## src/hw/rtl/bwss_pkg.sv

```systemverilog
// Package for the banked window span splitter.
// Types, register indexes and constants shared by the interfaces, controller,
// datapath and top level. No dependencies.
package bwss_pkg;

	localparam int unsigned X_W      = 12;
	localparam int unsigned LEN_W    = 14;
	localparam int unsigned POS_W    = 28;
	localparam int unsigned WIN_W    = 16;
	localparam int unsigned OFS_W    = 16;
	localparam int unsigned SEL_W    = 17;
	localparam int unsigned WSIZE_W  = 17;
	localparam int unsigned PITCH_W  = 15;
	localparam int unsigned UNITS_W  = 7;
	localparam int unsigned BANK_W   = 16;
	localparam int unsigned PROD_W   = X_W + PITCH_W;
	localparam int unsigned BPROD_W  = WIN_W + UNITS_W;
	localparam int unsigned CFG_IDX_W  = 3;
	localparam int unsigned CFG_DATA_W = 17;
	localparam int unsigned DIV_STEPS  = POS_W;
	localparam int unsigned DCNT_W     = $clog2(DIV_STEPS);
	localparam int unsigned MAX_PIECES = 5;
	localparam int unsigned NPC_W      = $clog2(MAX_PIECES);

	localparam logic [SEL_W-1:0]   NONE_SELECTED = '1;
	localparam logic [WSIZE_W-1:0] WIN_MIN       = WSIZE_W'(4096);
	localparam logic [WSIZE_W-1:0] WIN_MAX       = WSIZE_W'(65536);
	localparam logic [PITCH_W-1:0] PITCH_RESET   = PITCH_W'(640);

	typedef enum logic [CFG_IDX_W-1:0] {
		REG_PITCH  = 3'd0,
		REG_SHIFT  = 3'd1,
		REG_WSIZE  = 3'd2,
		REG_UNITS  = 3'd3,
		REG_WSEL   = 3'd4
	} reg_idx_t;

	typedef enum logic [2:0] {
		ST_IDLE,
		ST_MUL,
		ST_ADD,
		ST_DIV,
		ST_PIECE
	} state_t;

	// effective configuration, already clamped
	typedef struct packed {
		logic [PITCH_W-1:0] pitch;
		logic [1:0]         shift;
		logic [WSIZE_W-1:0] wsize;
		logic [UNITS_W-1:0] units;
		logic               wsel;
	} cfg_t;

	typedef struct packed {
		logic load;
		logic mul;
		logic add;
		logic div_step;
		logic emit;
	} cmd_t;

	typedef struct packed {
		logic div_last;
		logic out_free;
		logic more;
	} status_t;

	typedef struct packed {
		logic               switch_needed;
		logic               window_id;
		logic [BANK_W-1:0]  bank_value;
		logic               bank_overflow;
		logic [OFS_W-1:0]   window_offset;
		logic [LEN_W-1:0]   piece_length;
		logic [LEN_W-1:0]   source_offset;
		logic               row_end;
		logic               rect_end;
	} piece_t;

endpackage

```

## src/hw/rtl/bwss_if.sv

```systemverilog
// Valid/ready channel interfaces for span requests and piece results.
// Depends on bwss_pkg for field widths.
interface bwss_in_if;
	import bwss_pkg::*;
	logic             valid;
	logic             ready;
	logic [X_W-1:0]   x_pixel;
	logic [X_W-1:0]   row_y;
	logic [X_W-1:0]   width_px;
	logic             last_row;
	modport source (output valid, x_pixel, row_y, width_px, last_row, input ready);
	modport sink   (input valid, x_pixel, row_y, width_px, last_row, output ready);
endinterface

interface bwss_out_if;
	import bwss_pkg::*;
	logic               valid;
	logic               ready;
	logic               switch_needed;
	logic               window_id;
	logic [BANK_W-1:0]  bank_value;
	logic               bank_overflow;
	logic [OFS_W-1:0]   window_offset;
	logic [LEN_W-1:0]   piece_length;
	logic [LEN_W-1:0]   source_offset;
	logic               row_end;
	logic               rect_end;
	modport source (output valid, switch_needed, window_id, bank_value, bank_overflow,
		window_offset, piece_length, source_offset, row_end, rect_end, input ready);
	modport sink   (input valid, switch_needed, window_id, bank_value, bank_overflow,
		window_offset, piece_length, source_offset, row_end, rect_end, output ready);
endinterface

```

## src/hw/rtl/bwss_ctrl.sv

```systemverilog
// Controller state machine of the span splitter.
// Sequences multiply, add, serial divide and piece emission; uses bwss_pkg.
module bwss_ctrl (
	input  logic               clk,
	input  logic               arst_n,
	input  logic               in_valid,
	output logic               in_ready,
	input  bwss_pkg::status_t  status,
	output bwss_pkg::cmd_t     cmd
);
	import bwss_pkg::*;

	state_t state_q;
	state_t state_d;

	always_ff @(posedge clk or negedge arst_n) begin
		if (!arst_n) begin
			state_q <= ST_IDLE;
		end else begin
			state_q <= state_d;
		end
	end

	always_comb begin
		state_d = state_q;
		unique case (state_q)
			ST_IDLE: begin
				if (in_valid) state_d = ST_MUL;
			end
			ST_MUL:  state_d = ST_ADD;
			ST_ADD:  state_d = ST_DIV;
			ST_DIV: begin
				if (status.div_last) state_d = ST_PIECE;
			end
			ST_PIECE: begin
				if (status.out_free && !status.more) state_d = ST_IDLE;
			end
			default: state_d = ST_IDLE;
		endcase
	end

	always_comb begin
		cmd      = '0;
		in_ready = 1'b0;
		unique case (state_q)
			ST_IDLE: begin
				in_ready = 1'b1;
				cmd.load = in_valid;
			end
			ST_MUL:   cmd.mul = 1'b1;
			ST_ADD:   cmd.add = 1'b1;
			ST_DIV:   cmd.div_step = 1'b1;
			ST_PIECE: cmd.emit = status.out_free;
			default: begin
				cmd      = '0;
				in_ready = 1'b0;
			end
		endcase
	end

endmodule

```

## src/hw/rtl/bwss_dp.sv

```systemverilog
// Datapath of the span splitter: address multiply, bit-serial divide by the
// window size, piece cutting, bank multiply and the output register. Uses bwss_pkg.
module bwss_dp (
	input  logic                        clk,
	input  logic                        arst_n,
	input  bwss_pkg::cfg_t              cfg,
	input  bwss_pkg::cmd_t              cmd,
	output bwss_pkg::status_t           status,
	input  logic [bwss_pkg::X_W-1:0]    x_pixel,
	input  logic [bwss_pkg::X_W-1:0]    row_y,
	input  logic [bwss_pkg::X_W-1:0]    width_px,
	input  logic                        last_row,
	output logic                        out_valid,
	input  logic                        out_ready,
	output bwss_pkg::piece_t            out_piece
);
	import bwss_pkg::*;

	logic [X_W-1:0]     x_q;
	logic [X_W-1:0]     y_q;
	logic [X_W-1:0]     w_q;
	logic               last_q;
	logic [PROD_W-1:0]  prod_q;
	logic [POS_W-1:0]   dvd_q;
	logic [OFS_W-1:0]   rem_q;
	logic [DCNT_W-1:0]  cnt_q;
	logic [WIN_W-1:0]   win_q;
	logic [OFS_W-1:0]   ofs_q;
	logic [LEN_W-1:0]   linelen_q;
	logic [LEN_W-1:0]   covered_q;
	logic [NPC_W-1:0]   npc_q;
	logic [SEL_W-1:0]   sel_q;
	logic               out_valid_q;
	piece_t             piece_q;

	logic [LEN_W-1:0]   xs;
	logic [LEN_W-1:0]   ws_len;
	logic [OFS_W:0]     trial_src;
	logic [OFS_W+1:0]   trial;
	logic               trial_ok;
	logic [OFS_W-1:0]   rem_d;
	logic [POS_W-1:0]   dvd_d;
	logic [WSIZE_W-1:0] room;
	logic [LEN_W-1:0]   remaining;
	logic [LEN_W-1:0]   len;
	logic               rend;
	logic [BPROD_W-1:0] bank;
	piece_t             piece_d;

	assign xs     = LEN_W'({2'b00, x_q} << cfg.shift);
	assign ws_len = LEN_W'({2'b00, w_q} << cfg.shift);

	// restoring divide, one quotient bit per step
	assign trial_src = {rem_q, dvd_q[POS_W-1]};
	assign trial     = {1'b0, trial_src} - {1'b0, cfg.wsize};
	assign trial_ok  = !trial[OFS_W+1];
	assign rem_d     = trial_ok ? trial[OFS_W-1:0] : trial_src[OFS_W-1:0];
	assign dvd_d     = {dvd_q[POS_W-2:0], trial_ok};

	assign room      = cfg.wsize - WSIZE_W'(ofs_q);
	assign remaining = linelen_q - covered_q;
	assign len       = (room < WSIZE_W'(remaining)) ? room[LEN_W-1:0] : remaining;
	assign rend      = (len == remaining);
	assign bank      = BPROD_W'(win_q) * BPROD_W'(cfg.units);

	always_comb begin
		piece_d.switch_needed = (SEL_W'(win_q) != sel_q);
		piece_d.window_id     = cfg.wsel;
		piece_d.bank_value    = bank[BANK_W-1:0];
		piece_d.bank_overflow = |bank[BPROD_W-1:BANK_W];
		piece_d.window_offset = ofs_q;
		piece_d.piece_length  = len;
		piece_d.source_offset = covered_q;
		piece_d.row_end       = rend;
		piece_d.rect_end      = rend & last_q;
	end

	assign status.div_last = (cnt_q == '0);
	assign status.out_free = !out_valid_q || out_ready;
	assign status.more     = !rend && (npc_q != NPC_W'(MAX_PIECES - 1));

	always_ff @(posedge clk) begin
		if (cmd.load) begin
			x_q    <= x_pixel;
			y_q    <= row_y;
			w_q    <= width_px;
			last_q <= last_row;
		end
		if (cmd.mul) begin
			prod_q <= PROD_W'(y_q) * PROD_W'(cfg.pitch);
		end
		if (cmd.add) begin
			dvd_q     <= POS_W'(prod_q) + POS_W'(xs);
			rem_q     <= '0;
			cnt_q     <= DCNT_W'(DIV_STEPS - 1);
			linelen_q <= ws_len;
			covered_q <= '0;
			npc_q     <= '0;
		end
		if (cmd.div_step) begin
			dvd_q <= dvd_d;
			rem_q <= rem_d;
			cnt_q <= cnt_q - DCNT_W'(1);
			if (cnt_q == '0) begin
				win_q <= dvd_d[WIN_W-1:0];
				ofs_q <= rem_d;
			end
		end
		if (cmd.emit) begin
			piece_q   <= piece_d;
			covered_q <= covered_q + len;
			win_q     <= win_q + WIN_W'(1);
			ofs_q     <= '0;
			npc_q     <= npc_q + NPC_W'(1);
		end
	end

	always_ff @(posedge clk or negedge arst_n) begin
		if (!arst_n) begin
			sel_q       <= NONE_SELECTED;
			out_valid_q <= 1'b0;
		end else begin
			if (cmd.emit) begin
				sel_q       <= SEL_W'(win_q);
				out_valid_q <= 1'b1;
			end else if (out_ready) begin
				out_valid_q <= 1'b0;
			end
		end
	end

	assign out_valid = out_valid_q;
	assign out_piece = piece_q;

endmodule

```

## src/hw/rtl/banked_window_span_splitter_unit.sv

```systemverilog
// Banked window span splitter, top level. A request passes through multiply,
// add and a 28-step serial divide before the first piece, then one piece per
// cycle while taken; a span holds the block until its last piece is emitted.
// Reset clears the controller, output valid and the selected window to none
// selected, and the configuration registers to their defaults.
module banked_window_span_splitter_unit (
	input  logic                              clk,
	input  logic                              arst_n,
	input  logic                              cfg_we,
	input  logic [bwss_pkg::CFG_IDX_W-1:0]    cfg_idx,
	input  logic [bwss_pkg::CFG_DATA_W-1:0]   cfg_wdata,
	bwss_in_if.sink                           in_ch,
	bwss_out_if.source                        out_ch
);
	import bwss_pkg::*;

	cfg_t    cfg_q;
	cmd_t    cmd;
	status_t status;
	piece_t  piece;
	logic    in_ready;
	logic    out_valid;
	logic [WSIZE_W-1:0] wsize_raw;

	assign wsize_raw = cfg_wdata[WSIZE_W-1:0];

	always_ff @(posedge clk or negedge arst_n) begin
		if (!arst_n) begin
			cfg_q.pitch <= PITCH_RESET;
			cfg_q.shift <= 2'd0;
			cfg_q.wsize <= WIN_MAX;
			cfg_q.units <= UNITS_W'(1);
			cfg_q.wsel  <= 1'b0;
		end else if (cfg_we) begin
			unique case (cfg_idx)
				REG_PITCH: cfg_q.pitch <= cfg_wdata[PITCH_W-1:0];
				REG_SHIFT: cfg_q.shift <= (cfg_wdata[1:0] == 2'd3) ? 2'd2 : cfg_wdata[1:0];
				REG_WSIZE: begin
					priority if (wsize_raw < WIN_MIN) cfg_q.wsize <= WIN_MIN;
					else if (wsize_raw > WIN_MAX)     cfg_q.wsize <= WIN_MAX;
					else                               cfg_q.wsize <= wsize_raw;
				end
				REG_UNITS: cfg_q.units <= cfg_wdata[UNITS_W-1:0];
				REG_WSEL:  cfg_q.wsel  <= cfg_wdata[0];
				default: ;
			endcase
		end
	end

	bwss_ctrl u_ctrl (
		.clk      (clk),
		.arst_n   (arst_n),
		.in_valid (in_ch.valid),
		.in_ready (in_ready),
		.status   (status),
		.cmd      (cmd)
	);

	bwss_dp u_dp (
		.clk       (clk),
		.arst_n    (arst_n),
		.cfg       (cfg_q),
		.cmd       (cmd),
		.status    (status),
		.x_pixel   (in_ch.x_pixel),
		.row_y     (in_ch.row_y),
		.width_px  (in_ch.width_px),
		.last_row  (in_ch.last_row),
		.out_valid (out_valid),
		.out_ready (out_ch.ready),
		.out_piece (piece)
	);

	assign in_ch.ready          = in_ready;
	assign out_ch.valid         = out_valid;
	assign out_ch.switch_needed = piece.switch_needed;
	assign out_ch.window_id     = piece.window_id;
	assign out_ch.bank_value    = piece.bank_value;
	assign out_ch.bank_overflow = piece.bank_overflow;
	assign out_ch.window_offset = piece.window_offset;
	assign out_ch.piece_length  = piece.piece_length;
	assign out_ch.source_offset = piece.source_offset;
	assign out_ch.row_end       = piece.row_end;
	assign out_ch.rect_end      = piece.rect_end;

endmodule
```

## src/flat_wrapper.sv

```systemverilog
// flat-port wrapper written by rule: the top's interface ports become plain ports
module banked_window_span_splitter_unit_flat import bwss_pkg::*;
  (clk, arst_n, cfg_we, cfg_idx, cfg_wdata, in_ch_valid, in_ch_x_pixel, in_ch_row_y, in_ch_width_px, in_ch_last_row, in_ch_ready, out_ch_valid, out_ch_switch_needed, out_ch_window_id, out_ch_bank_value, out_ch_bank_overflow, out_ch_window_offset, out_ch_piece_length, out_ch_source_offset, out_ch_row_end, out_ch_rect_end, out_ch_ready);
  bwss_in_if in_ch_i ();
  bwss_out_if out_ch_i ();
  input  logic clk;
  input  logic arst_n;
  input  logic cfg_we;
  input  logic [bwss_pkg::CFG_IDX_W-1:0] cfg_idx;
  input  logic [bwss_pkg::CFG_DATA_W-1:0] cfg_wdata;
  input wire logic [$bits(in_ch_i.valid)-1:0] in_ch_valid;
  input wire logic [$bits(in_ch_i.x_pixel)-1:0] in_ch_x_pixel;
  input wire logic [$bits(in_ch_i.row_y)-1:0] in_ch_row_y;
  input wire logic [$bits(in_ch_i.width_px)-1:0] in_ch_width_px;
  input wire logic [$bits(in_ch_i.last_row)-1:0] in_ch_last_row;
  output wire logic [$bits(in_ch_i.ready)-1:0] in_ch_ready;
  output wire logic [$bits(out_ch_i.valid)-1:0] out_ch_valid;
  output wire logic [$bits(out_ch_i.switch_needed)-1:0] out_ch_switch_needed;
  output wire logic [$bits(out_ch_i.window_id)-1:0] out_ch_window_id;
  output wire logic [$bits(out_ch_i.bank_value)-1:0] out_ch_bank_value;
  output wire logic [$bits(out_ch_i.bank_overflow)-1:0] out_ch_bank_overflow;
  output wire logic [$bits(out_ch_i.window_offset)-1:0] out_ch_window_offset;
  output wire logic [$bits(out_ch_i.piece_length)-1:0] out_ch_piece_length;
  output wire logic [$bits(out_ch_i.source_offset)-1:0] out_ch_source_offset;
  output wire logic [$bits(out_ch_i.row_end)-1:0] out_ch_row_end;
  output wire logic [$bits(out_ch_i.rect_end)-1:0] out_ch_rect_end;
  input wire logic [$bits(out_ch_i.ready)-1:0] out_ch_ready;
  assign in_ch_i.valid = in_ch_valid;
  assign in_ch_i.x_pixel = in_ch_x_pixel;
  assign in_ch_i.row_y = in_ch_row_y;
  assign in_ch_i.width_px = in_ch_width_px;
  assign in_ch_i.last_row = in_ch_last_row;
  assign in_ch_ready = in_ch_i.ready;
  assign out_ch_valid = out_ch_i.valid;
  assign out_ch_switch_needed = out_ch_i.switch_needed;
  assign out_ch_window_id = out_ch_i.window_id;
  assign out_ch_bank_value = out_ch_i.bank_value;
  assign out_ch_bank_overflow = out_ch_i.bank_overflow;
  assign out_ch_window_offset = out_ch_i.window_offset;
  assign out_ch_piece_length = out_ch_i.piece_length;
  assign out_ch_source_offset = out_ch_i.source_offset;
  assign out_ch_row_end = out_ch_i.row_end;
  assign out_ch_rect_end = out_ch_i.rect_end;
  assign out_ch_i.ready = out_ch_ready;
  banked_window_span_splitter_unit u_core (.clk(clk), .arst_n(arst_n), .cfg_we(cfg_we), .cfg_idx(cfg_idx), .cfg_wdata(cfg_wdata), .in_ch(in_ch_i), .out_ch(out_ch_i));
endmodule
```

## config.mk

```make
export PLATFORM = sky130hd
export DESIGN_NAME = banked_window_span_splitter_unit_flat
export DESIGN_NICKNAME = d
export VERILOG_FILES = /design/src/hw/rtl/bwss_pkg.sv /design/src/hw/rtl/bwss_if.sv /design/src/hw/rtl/bwss_ctrl.sv /design/src/hw/rtl/bwss_dp.sv /design/src/hw/rtl/banked_window_span_splitter_unit.sv /design/src/flat_wrapper.sv
export SDC_FILE = /design/constraint.sdc
export NUM_CORES = 1
export LEC_CHECK = 0
export BUFFER_PORTS_ARGS = -buffer_cell sky130_fd_sc_hd__buf_2
export CELL_PAD_IN_SITES_DETAIL_PLACEMENT = 1
export CELL_PAD_IN_SITES_GLOBAL_PLACEMENT = 1
export CORE_MARGIN = 1
export CORE_UTILIZATION = 45
export DETAILED_ROUTE_END_ITERATION = 10
export GPL_ROUTABILITY_DRIVEN = 0
export PLACE_DENSITY_LB_ADDON = 0.05
export SLEW_MARGIN = 20
export SYNTH_ARGS = -nofsm -noshare
export SYNTH_HDL_FRONTEND = slang
export SYNTH_SLANG_ARGS = --single-unit
```

## constraint.sdc

```tcl
create_clock -name clk -period 7.3 [get_ports clk]
set_clock_uncertainty 0.15 [all_clocks]
set_input_delay 0.73 -clock clk [delete_from_list [all_inputs] [get_ports clk]]
set_output_delay 0.73 -clock clk [all_outputs]
set_load 0.01 [all_outputs]
```

==> run_summary.xml, run 1 <==
<?xml version="1.0" encoding="UTF-8"?>
<metrics>
  <group name="floorplanning">
    <metric name="floorplan.die.width" unit="µm">237</metric>
    <metric name="floorplan.io_pins" unit="">129</metric>
    <metric name="dieHeight" unit="µm">237</metric>
    <metric name="std_cell_rows" unit="">85</metric>
    <metric name="design.core.area" unit="mm²">0.0542</metric>
    <metric name="die_area" unit="mm²">0.0563</metric>
    <metric name="start_util" unit="">0.459</metric>
  </group>
  <group name="pwr">
    <metric name="p_sw" unit="W">0.00668</metric>
    <metric name="share_comb_of_total_power" unit="">0.656</metric>
    <metric name="power.clock.fraction" unit="">0.137</metric>
    <metric name="power.density" unit="mW/mm²">545</metric>
    <metric name="power.share.sequential" unit="">0.207</metric>
    <metric name="design_power_total" unit="W">0.0151</metric>
    <metric name="leakagePower" unit="nW">12.4</metric>
    <metric name="cellInternalPower" unit="W">0.00838</metric>
    <metric name="netSwitchingFraction" unit="">0.444</metric>
    <metric name="power.ir.vdd_worst" unit="V">0.000315</metric>
  </group>
  <group name="cts">
    <metric name="cts-htree-levels" unit="">2</metric>
    <metric name="tritoncts_clock_tree" unit="">done</metric>
    <metric name="clk_root_buffer_cell" unit="">sky130_fd_sc_hd__clkbuf_16</metric>
    <metric name="tritoncts.num_buffers" unit="">38</metric>
    <metric name="clkSlewWorstSetupHoldPaths" unit="ns">0.06</metric>
    <metric name="source_to_sink_clock_delay_at_the_later_pin_of_the_worst_skew_pair" unit="ns">0.57</metric>
    <metric name="tritoncts_sink_count" unit="">304</metric>
    <metric name="hold_buffers" unit="">0</metric>
    <metric name="cts.path.max_buffers" unit="">3</metric>
  </group>
  <group name="critical_path">
    <metric name="worstReg2RegStart" unit="">u_core.cfg_q[8]$_DFFE_PN0P_</metric>
    <metric name="path_max_fanout" unit="">3</metric>
    <metric name="cp_common_cell" unit="">sky130_fd_sc_hd__a21oi_1</metric>
    <metric name="required_time_at_the_worst_slack_endpoint" unit="ns">7.43</metric>
    <metric name="r2r_setup_slack" unit="ns">0.69</metric>
    <metric name="cp-end-kind" unit="">register</metric>
    <metric name="critical_path.startpoint_type" unit="">register</metric>
    <metric name="arrival_time_at_the_worst_endpoint" unit="ns">6.74</metric>
    <metric name="worstRegToRegCells" unit="">31</metric>
    <metric name="critical_path_start_end_classification" unit="">reg2reg</metric>
    <metric name="regToRegEndpoint" unit="">u_core.u_dp.covered_q[12]$_SDFFCE_PN0P_</metric>
    <metric name="cpMaxStageDelayCell" unit="">sky130_fd_sc_hd__fa_1</metric>
    <metric name="worst_path_largest_cell_delay" unit="ns">0.42</metric>
  </group>
  <group name="sta">
    <metric name="setup_tns" unit="ns">0</metric>
    <metric name="worst_slew_margin_rel" unit="">0.327</metric>
    <metric name="slew_viol_final" unit="">0</metric>
    <metric name="min_period" unit="ns">6.61</metric>
    <metric name="transition_time_at_the_pin_with_the_least_slew_margin" unit="ns">1.01</metric>
    <metric name="highest_achievable_clock_rate" unit="MHz">151</metric>
    <metric name="report.final.setup_viol" unit="">0</metric>
    <metric name="grt_setup_unrepaired" unit="">false</metric>
    <metric name="timing_hold_violations_final" unit="">0</metric>
    <metric name="final.period_utilization" unit="">0.905</metric>
  </group>
  <group name="route">
    <metric name="via_per_inst" unit="">5.39</metric>
    <metric name="post-route-drc-count" unit="">0</metric>
    <metric name="drtIter0Drc" unit="">692</metric>
    <metric name="via_count" unit="">17600</metric>
    <metric name="route.detailed.wl_per_inst" unit="µm">19.1</metric>
    <metric name="finalWirelength" unit="mm">62.3</metric>
    <metric name="drt-pass1-iter-count" unit="">5</metric>
    <metric name="final_antenna_net_count" unit="">0</metric>
  </group>
  <group name="synth">
    <metric name="syn_nets" unit="">2906</metric>
    <metric name="syn_avg_cell_area" unit="µm²">10.2</metric>
    <metric name="yosys.cell_types.count" unit="">79</metric>
    <metric name="syn_area" unit="mm²">0.0249</metric>
    <metric name="yosys_most_used_dff" unit="">sky130_fd_sc_hd__edfxtp_1</metric>
    <metric name="synth.yosys.warnings" unit="">0</metric>
    <metric name="synth-async-reset-ratio" unit="">0.207</metric>
    <metric name="synth.ff_latch_count" unit="">304</metric>
    <metric name="yosysSeqAreaShare" unit="">0.348</metric>
    <metric name="synthesis.instances" unit="">2444</metric>
    <metric name="synth_enable_flop_cells" unit="">225</metric>
  </group>
  <group name="grt">
    <metric name="globalRoute.totalOverflow" unit="">0</metric>
    <metric name="maximum_number_of_pins_on_one_net_before_global_route_repair" unit="">70</metric>
    <metric name="vias_in_the_first_global_route" unit="">18900</metric>
    <metric name="track_usage" unit="">0.228</metric>
    <metric name="grt_first_pass_wirelength" unit="mm">101</metric>
    <metric name="antenna_violations_before_repair" unit="">3</metric>
  </group>
  <group name="min_path">
    <metric name="worst_hold_startpoint" unit="">in_ch_row_y[0]</metric>
    <metric name="hold_path_end" unit="">u_core.u_dp.y_q[0]$_DFFE_PP_</metric>
    <metric name="whs_path_depth" unit="">1</metric>
    <metric name="worst_hold_path_type" unit="">in2reg</metric>
  </group>
  <group name="run_status">
    <metric name="run_status" unit="">finished clean</metric>
  </group>
  <group name="layout">
    <metric name="ff_latch_area" unit="mm²">0.00868</metric>
    <metric name="layout.filler_cells" unit="">5987</metric>
    <metric name="multi_input_comb_area" unit="mm²">0.0147</metric>
    <metric name="design.final.nets" unit="">3004</metric>
    <metric name="layout-area-overhead-vs-synth" unit="%">10.8</metric>
    <metric name="antenna_cells_inserted" unit="">0</metric>
    <metric name="layout.core_utilization" unit="">0.509</metric>
    <metric name="share_of_post_route_cells_with_drive_strength_above_1" unit="">0.114</metric>
  </group>
  <group name="run">
    <metric name="maxCapViolations" unit="">0</metric>
  </group>
  <group name="placement">
    <metric name="dp.final_hpwl" unit="mm">48.9</metric>
    <metric name="place.port_buffers" unit="">128</metric>
  </group>
</metrics>
[registers in the layout, indices dropped and copies added, names as in the netlist, 14 cells and up]
| register | flops |
|---|---|
| u_core.u_dp.covered_q | 14 |
| u_core.u_dp.ofs_q | 16 |
| u_core.u_dp.dvd_q | 28 |
| u_core.u_dp.rem_q | 16 |
| u_core.u_dp.sel_q | 17 |
| u_core.cfg_q | 42 |
| u_core.u_dp.win_q | 16 |
| u_core.u_dp.linelen_q | 14 |
| u_core.u_dp.out_piece | 65 |
| u_core.u_dp.prod_q | 27 |
[layer usage]
layer / vias to the layer above / GRT usage / part of all wire / routed length, µm
li1: 8344 / - / - / -
met1: 8970 / 0.287 / 0.44 / 27300
met2: 216 / 0.405 / 0.50 / 31400
met3: 80 / 0.0338 / 0.034 / 2090
met4: 2 / 0.0653 / 0.024 / 1470
met5: - / 0 / 0.00014 / 9
[cells by family after synthesis]
kind of cell	synth area share
AO/OA/AOI/OAI	0.0889
XOR/XNOR	0.0532
AND/OR/NAND/NOR	0.147
buffers and inverters	0.0632
multiplexers	0.0373
flip-flops	0.348
adder cells (fa/ha/maj)	0.262
[through the flow]
stage          worst slack (ns)  hold WS [ns]  cell area, µm²  instances
6_report                  0.691         0.203           27600       3267
5_1_grt                  0.0677         0.176           27600       3267
4_1_cts                   0.419         0.169           27600       3266
2_1_floorplan              1.15         0.258           24900       2444
3_5_place_dp              0.481         0.268           26200       3197
3_3_place_gp              0.740         0.264           26200       3197
[power groups by stage]
stage	combinational, W	sequential (W)	clock (W)
6_report	0.00988	0.00312	0.00206
2_1_floorplan	0.00784	0.00293	0
5_1_grt	0.0113	0.00317	0.00217
3_5_place_dp	0.00994	0.00316	0
4_1_cts	0.0100	0.00313	0.00212
3_3_place_gp	0.00957	0.00314	0
[timing repair]
action / in CTS / in global routing
endpoints found under the hold margin: 0 / 0
resized for setup: 0 / 4
setup buffers: 0 / 1
endpoints found under the setup margin: 0 / 3
[placed cells by master (no fill, tap or decap), types with 36 or more instances in the layout]
cell type	n
sky130_fd_sc_hd__and2_1	143
sky130_fd_sc_hd__xnor2_1	75
sky130_fd_sc_hd__nand3_1	36
sky130_fd_sc_hd__edfxtp_1	225
sky130_fd_sc_hd__mux2i_1	41
sky130_fd_sc_hd__a21oi_1	103
sky130_fd_sc_hd__buf_2	128
sky130_fd_sc_hd__ha_1	196
sky130_fd_sc_hd__o21ai_0	77
sky130_fd_sc_hd__nand2_1	297
sky130_fd_sc_hd__clkbuf_16	41
sky130_fd_sc_hd__xor2_1	64
sky130_fd_sc_hd__inv_1	327
sky130_fd_sc_hd__fa_1	204
sky130_fd_sc_hd__dfrtp_1	42
sky130_fd_sc_hd__nor2_1	115
[worst max path at each step]
stage,start,endpoint,slack (ns),cells past startpoint
after floorplan,u_core.cfg_q[8]$_DFFE_PN0P_,u_core.u_dp.covered_q[12]$_SDFFCE_PN0P_,1.15,32
after global placement,u_core.cfg_q[8]$_DFFE_PN0P_,u_core.u_dp.covered_q[12]$_SDFFCE_PN0P_,0.74,30
after detailed placement,u_core.cfg_q[8]$_DFFE_PN0P_,u_core.u_dp.covered_q[12]$_SDFFCE_PN0P_,0.48,30
after CTS,u_core.cfg_q[8]$_DFFE_PN0P_,u_core.u_dp.covered_q[12]$_SDFFCE_PN0P_,0.42,30
after global routing,u_core.cfg_q[8]$_DFFE_PN0P_,u_core.u_dp.covered_q[12]$_SDFFCE_PN0P_,0.07,31
final,u_core.cfg_q[8]$_DFFE_PN0P_,u_core.u_dp.covered_q[12]$_SDFFCE_PN0P_,0.69,31
[cell type report]
| cell class | count | area share |
|---|---|---|
| multi-input combinational | 1723 | 0.532 |
| sequential | 304 | 0.314 |
| inverter | 329 | 0.0448 |
| clock buffer | 54 | 0.0396 |
| tap | 696 | 0.0315 |
| timing repair buffer | 146 | 0.0282 |
| clock inverter | 15 | 0.00942 |
[cell usage after synthesis (12+ instances only)]
library cell	instances	share of area
sky130_fd_sc_hd__inv_1	329	0.050
sky130_fd_sc_hd__nand2_1	297	0.045
sky130_fd_sc_hd__edfxtp_1	225	0.27
sky130_fd_sc_hd__fa_1	204	0.16
sky130_fd_sc_hd__ha_1	196	0.098
sky130_fd_sc_hd__and2_1	144	0.036
sky130_fd_sc_hd__nor2_1	115	0.017
sky130_fd_sc_hd__a21oi_1	103	0.021
sky130_fd_sc_hd__clkbuf_1	84	0.013
sky130_fd_sc_hd__o21ai_0	78	0.016
sky130_fd_sc_hd__xnor2_1	75	0.026
sky130_fd_sc_hd__xor2_1	64	0.022
sky130_fd_sc_hd__dfrtp_1	42	0.042
sky130_fd_sc_hd__mux2i_1	41	0.016
sky130_fd_sc_hd__nand3_1	37	0.0074
sky130_fd_sc_hd__nor2b_1	35	0.0088
sky130_fd_sc_hd__nor3_1	35	0.0070
sky130_fd_sc_hd__mux2_2	31	0.014
sky130_fd_sc_hd__dfstp_2	21	0.022
sky130_fd_sc_hd__nand2b_1	21	0.0053
sky130_fd_sc_hd__o21a_1	21	0.0063
sky130_fd_sc_hd__a21o_1	19	0.0057
sky130_fd_sc_hd__dfxtp_1	16	0.013
sky130_fd_sc_hd__a211oi_1	15	0.0045
sky130_fd_sc_hd__a22o_1	15	0.0053
sky130_fd_sc_hd__and3_1	15	0.0038
sky130_fd_sc_hd__a31oi_1	12	0.0030
sky130_fd_sc_hd__nand4_1	12	0.0030
sky130_fd_sc_hd__o22ai_1	12	0.0030
[worst max-delay path: cells and delay by family, from the launching register on]
family	cells	cell delay, ns
flip-flops	1	0.41
adder cells (fa/ha/maj)	5	1.45
AND/OR/NAND/NOR	3	0.21
XOR/XNOR	2	0.39
AO/OA/AOI/OAI	16	3.21
multiplexers	1	0.14
buffers and inverters	4	0.37
No activity file was read; power rests on OpenSTA's default activity.
==> inputs of run 2 (changes only) <==
- SYNTH_HIERARCHICAL: not set -> 1
==> run 2 against run 1 <==
Cell area barely moved. Via count fell by 1.5%. First-iteration DRC count fell by 4.6%. Area after synthesis rose by 0.37%. Synthesized cell count fell by 1.1%. Largest cell class unchanged. Sequential share of layout area barely moved. Sequential cell count did not move. Non-clock buffer count fell by 2. Core utilization fell by 0.74 points. Fmax fell by 2.5%. Global-route usage fell by 0.098 points. Critical path depth fell by 1.
==> run_summary.xml, run 2 <==
<?xml version="1.0" encoding="UTF-8"?>
<metrics>
  <group name="run_status">
    <metric name="run_status" unit="">finished clean</metric>
  </group>
  <group name="floorplanning">
    <metric name="dieHeight" unit="µm">238</metric>
    <metric name="start_util" unit="">0.455</metric>
    <metric name="floorplan.die.width" unit="µm">238</metric>
    <metric name="die_area" unit="mm²">0.0565</metric>
    <metric name="design.core.area" unit="mm²">0.0550</metric>
    <metric name="floorplan.io_pins" unit="">129</metric>
    <metric name="std_cell_rows" unit="">86</metric>
  </group>
  <group name="critical_path">
    <metric name="worstRegToRegCells" unit="">30</metric>
    <metric name="cp-end-kind" unit="">register</metric>
    <metric name="required_time_at_the_worst_slack_endpoint" unit="ns">7.46</metric>
    <metric name="worst_path_largest_cell_delay" unit="ns">0.46</metric>
    <metric name="worstReg2RegStart" unit="">u_core/u_dp/linelen_q[0]$_SDFFCE_PP0P_</metric>
    <metric name="arrival_time_at_the_worst_endpoint" unit="ns">6.94</metric>
    <metric name="cp_common_cell" unit="">sky130_fd_sc_hd__a21oi_1</metric>
    <metric name="r2r_setup_slack" unit="ns">0.52</metric>
    <metric name="critical_path.startpoint_type" unit="">register</metric>
    <metric name="cpMaxStageDelayCell" unit="">sky130_fd_sc_hd__a2111o_1</metric>
    <metric name="regToRegEndpoint" unit="">u_core/u_dp/covered_q[13]$_SDFFCE_PN0P_</metric>
    <metric name="critical_path_start_end_classification" unit="">reg2reg</metric>
    <metric name="path_max_fanout" unit="">5</metric>
  </group>
  <group name="cts">
    <metric name="source_to_sink_clock_delay_at_the_later_pin_of_the_worst_skew_pair" unit="ns">0.57</metric>
    <metric name="cts.path.max_buffers" unit="">3</metric>
    <metric name="clk_root_buffer_cell" unit="">sky130_fd_sc_hd__clkbuf_16</metric>
    <metric name="tritoncts.num_buffers" unit="">39</metric>
    <metric name="hold_buffers" unit="">0</metric>
    <metric name="tritoncts_clock_tree" unit="">done</metric>
    <metric name="cts_post_setup_buffers_inserted" unit="">0</metric>
    <metric name="clkSlewWorstSetupHoldPaths" unit="ns">0.06</metric>
    <metric name="cts-htree-levels" unit="">2</metric>
    <metric name="tritoncts_sink_count" unit="">304</metric>
  </group>
  <group name="synth">
    <metric name="synth_enable_flop_cells" unit="">225</metric>
    <metric name="synth.top_cells.by_count" unit="">sky130_fd_sc_hd__inv_1, sky130_fd_sc_hd__nand2_1, sky130_fd_sc_hd__edfxtp_1</metric>
    <metric name="cells_taking_the_most_area_after_synthesis" unit="">sky130_fd_sc_hd__edfxtp_1, sky130_fd_sc_hd__fa_1, sky130_fd_sc_hd__ha_1, sky130_fd_sc_hd__inv_1, sky130_fd_sc_hd__dfrtp_1</metric>
    <metric name="syn_nets" unit="">2881</metric>
    <metric name="synthesis.instances" unit="">2416</metric>
    <metric name="yosys_most_used_dff" unit="">sky130_fd_sc_hd__edfxtp_1</metric>
    <metric name="synth.yosys.warnings" unit="">6</metric>
    <metric name="yosys.cell_types.count" unit="">95</metric>
    <metric name="fraction_of_post_synthesis_cell_area_in_the_top_cell_type_by_area" unit="">0.270</metric>
    <metric name="synthMostInstantiatedCell" unit="">sky130_fd_sc_hd__inv_1</metric>
    <metric name="syn_avg_cell_area" unit="µm²">10.4</metric>
    <metric name="syn_area" unit="mm²">0.0250</metric>
    <metric name="synth.ff_latch_count" unit="">304</metric>
    <metric name="synth-async-reset-ratio" unit="">0.207</metric>
    <metric name="largest_area_contributor_in_the_netlist" unit="">sky130_fd_sc_hd__edfxtp_1</metric>
    <metric name="yosysSeqAreaShare" unit="">0.347</metric>
  </group>
  <group name="route">
    <metric name="wl_met3" unit="mm">2.02</metric>
    <metric name="drtIter0Drc" unit="">660</metric>
    <metric name="drt-pass1-iter-count" unit="">5</metric>
    <metric name="top_layer" unit="">met5</metric>
    <metric name="met1Wirelength" unit="mm">27.6</metric>
    <metric name="finalWirelength" unit="mm">62.9</metric>
    <metric name="routed-wl-met2" unit="mm">31.8</metric>
    <metric name="via_per_inst" unit="">5.27</metric>
    <metric name="route.detailed.wl_per_inst" unit="µm">19.1</metric>
    <metric name="post-route-drc-count" unit="">0</metric>
    <metric name="via_count" unit="">17300</metric>
    <metric name="final_antenna_net_count" unit="">0</metric>
  </group>
  <group name="layout">
    <metric name="layout.cells.most_common" unit="">sky130_fd_sc_hd__inv_1</metric>
    <metric name="largest_register_ffs" unit="">65</metric>
    <metric name="design.final.nets" unit="">2976</metric>
    <metric name="layout.filler_cells" unit="">6083</metric>
    <metric name="layout-area-overhead-vs-synth" unit="%">10.3</metric>
    <metric name="layout_common_cells" unit="">sky130_fd_sc_hd__inv_1, sky130_fd_sc_hd__nand2_1, sky130_fd_sc_hd__edfxtp_1, sky130_fd_sc_hd__fa_1, sky130_fd_sc_hd__ha_1</metric>
    <metric name="share_of_post_route_cells_with_drive_strength_above_1" unit="">0.125</metric>
  </group>
  <group name="sta">
    <metric name="highest_achievable_clock_rate" unit="MHz">148</metric>
    <metric name="transition_time_at_the_pin_with_the_least_slew_margin" unit="ns">1.12</metric>
    <metric name="slew_viol_final" unit="">0</metric>
    <metric name="min_period" unit="ns">6.78</metric>
    <metric name="timing_hold_violations_final" unit="">0</metric>
    <metric name="grt_setup_unrepaired" unit="">false</metric>
    <metric name="final.period_utilization" unit="">0.928</metric>
    <metric name="setup_tns" unit="ns">0</metric>
    <metric name="report.final.setup_viol" unit="">0</metric>
    <metric name="worst_slew_margin_rel" unit="">0.251</metric>
  </group>
  <group name="grt">
    <metric name="vias_in_the_first_global_route" unit="">18700</metric>
    <metric name="maximum_number_of_pins_on_one_net_before_global_route_repair" unit="">87</metric>
    <metric name="grt_first_pass_wirelength" unit="mm">101</metric>
    <metric name="antenna_violations_before_repair" unit="">4</metric>
    <metric name="track_usage" unit="">0.227</metric>
    <metric name="globalRoute.totalOverflow" unit="">0</metric>
  </group>
  <group name="min_path">
    <metric name="worst_hold_path_type" unit="">in2reg</metric>
    <metric name="hold_path_end" unit="">u_core/u_dp/x_q[0]$_DFFE_PP_</metric>
    <metric name="worst_hold_startpoint" unit="">in_ch_x_pixel[0]</metric>
    <metric name="whs_path_depth" unit="">1</metric>
  </group>
  <group name="placement">
    <metric name="place.port_buffers" unit="">128</metric>
    <metric name="dp.final_hpwl" unit="mm">49.1</metric>
  </group>
  <group name="run">
    <metric name="maxCapViolations" unit="">0</metric>
  </group>
</metrics>
[run 2: cell count changes in the layout (fill, tap and decap cells not counted), sizes merged, moves of 10 or more]
cell	before	now
a211oi	17	30
and2	144	156
mux2	34	44
nand2	297	271
nand3	37	27
o22ai	12	1
xnor2	75	90
[run 2: per-layer routing]
metal,vias up,track usage
li1,8246,-
met2,241,0.402
met4,8,0.0647
met5,-,0
met3,92,0.0321
met1,8755,0.287
[run 2: repair_timing]
| action | CTS | global route |
|---|---|---|
| setup endpoints to repair | 0 | 2 |
| endpoints found under the hold margin | 0 | 0 |
| gates resized for setup | 0 | 2 |
[run 2: area by class of cell]
cell class | instances | area, µm² | share of cell area
Multi-Input combinational cell | 1702 | 14800 | 0.536
Sequential cell | 304 | 8680 | 0.315
Inverter | 320 | 1200 | 0.0435
Clock buffer | 57 | 1090 | 0.0397
Tap cell | 748 | 936 | 0.0339
Timing Repair Buffer | 144 | 764 | 0.0277
Clock inverter | 15 | 126 | 0.00458
Antenna cell | 3 | 7.51 | 0.000272
[run 2: worst max-delay path by stage]
stage | cells after the start | startpoint | slack, ns | endpoint
after global placement | 30 | u_core/u_dp/linelen_q[0]$_SDFFCE_PP0P_ | 0.68 | u_core/u_dp/covered_q[13]$_SDFFCE_PN0P_
after global routing | 31 | u_core/u_dp/linelen_q[0]$_SDFFCE_PP0P_ | 0.06 | u_core/u_dp/covered_q[12]$_SDFFCE_PN0P_
after CTS | 30 | u_core/u_dp/linelen_q[0]$_SDFFCE_PP0P_ | 0.35 | u_core/u_dp/covered_q[13]$_SDFFCE_PN0P_
final | 30 | u_core/u_dp/linelen_q[0]$_SDFFCE_PP0P_ | 0.52 | u_core/u_dp/covered_q[13]$_SDFFCE_PN0P_
after floorplan | 31 | u_core/u_dp/linelen_q[0]$_SDFFCE_PP0P_ | 1.14 | u_core/u_dp/covered_q[12]$_SDFFCE_PN0P_
after detailed placement | 30 | u_core/u_dp/linelen_q[0]$_SDFFCE_PP0P_ | 0.44 | u_core/u_dp/covered_q[13]$_SDFFCE_PN0P_
[run 2: cells by family (layout without fill, tap and decap cells)]
kind of cell,Yosys count,in the layout,share of synthesized area
AOI/OAI and AO/OA,354,354,0.0945
xor gates and xnor gates,147,147,0.0521
adders and majority gates,403,403,0.263
buffers and inverters,410,536,0.0636
DFF,304,304,0.347
muxes,86,86,0.0396
other,0,3,0
and+or+nand+nor,712,712,0.140
[run 2: metrics by stage]
| stage | setup WS, ns | hold slack [ns] | cell area, µm² | utilization | cells |
|---|---|---|---|---|---|
| 3_5_place_dp | 0.436 | 0.291 | 26300 | 0.479 | 3217 |
| 6_report | 0.522 | 0.190 | 27600 | 0.502 | 3293 |
| 3_3_place_gp | 0.684 | 0.284 | 26300 | 0.479 | 3217 |
| 2_1_floorplan | 1.14 | 0.258 | 25000 | - | 2416 |
| 4_1_cts | 0.351 | 0.162 | 27500 | 0.501 | 3289 |
| 5_1_grt | 0.0614 | 0.178 | 27600 | 0.502 | 3290 |
[run 2: worst max-delay path, delay by kind of cell, from the launching register on]
kind	cells	cell delay (ns)
buffers and inverters	2	0.14
XOR/XNOR	2	0.36
AND/OR/NAND/NOR	6	0.69
AO/OA/AOI/OAI	14	3.07
adder cells (fa/ha/maj)	4	1.23
flip-flops	1	0.38
multiplexers	2	0.49
Power of run 2 is left out: the tool's default activity adds up to more than one toggle a clock period on the data nets, which glitch-free logic cannot reach.
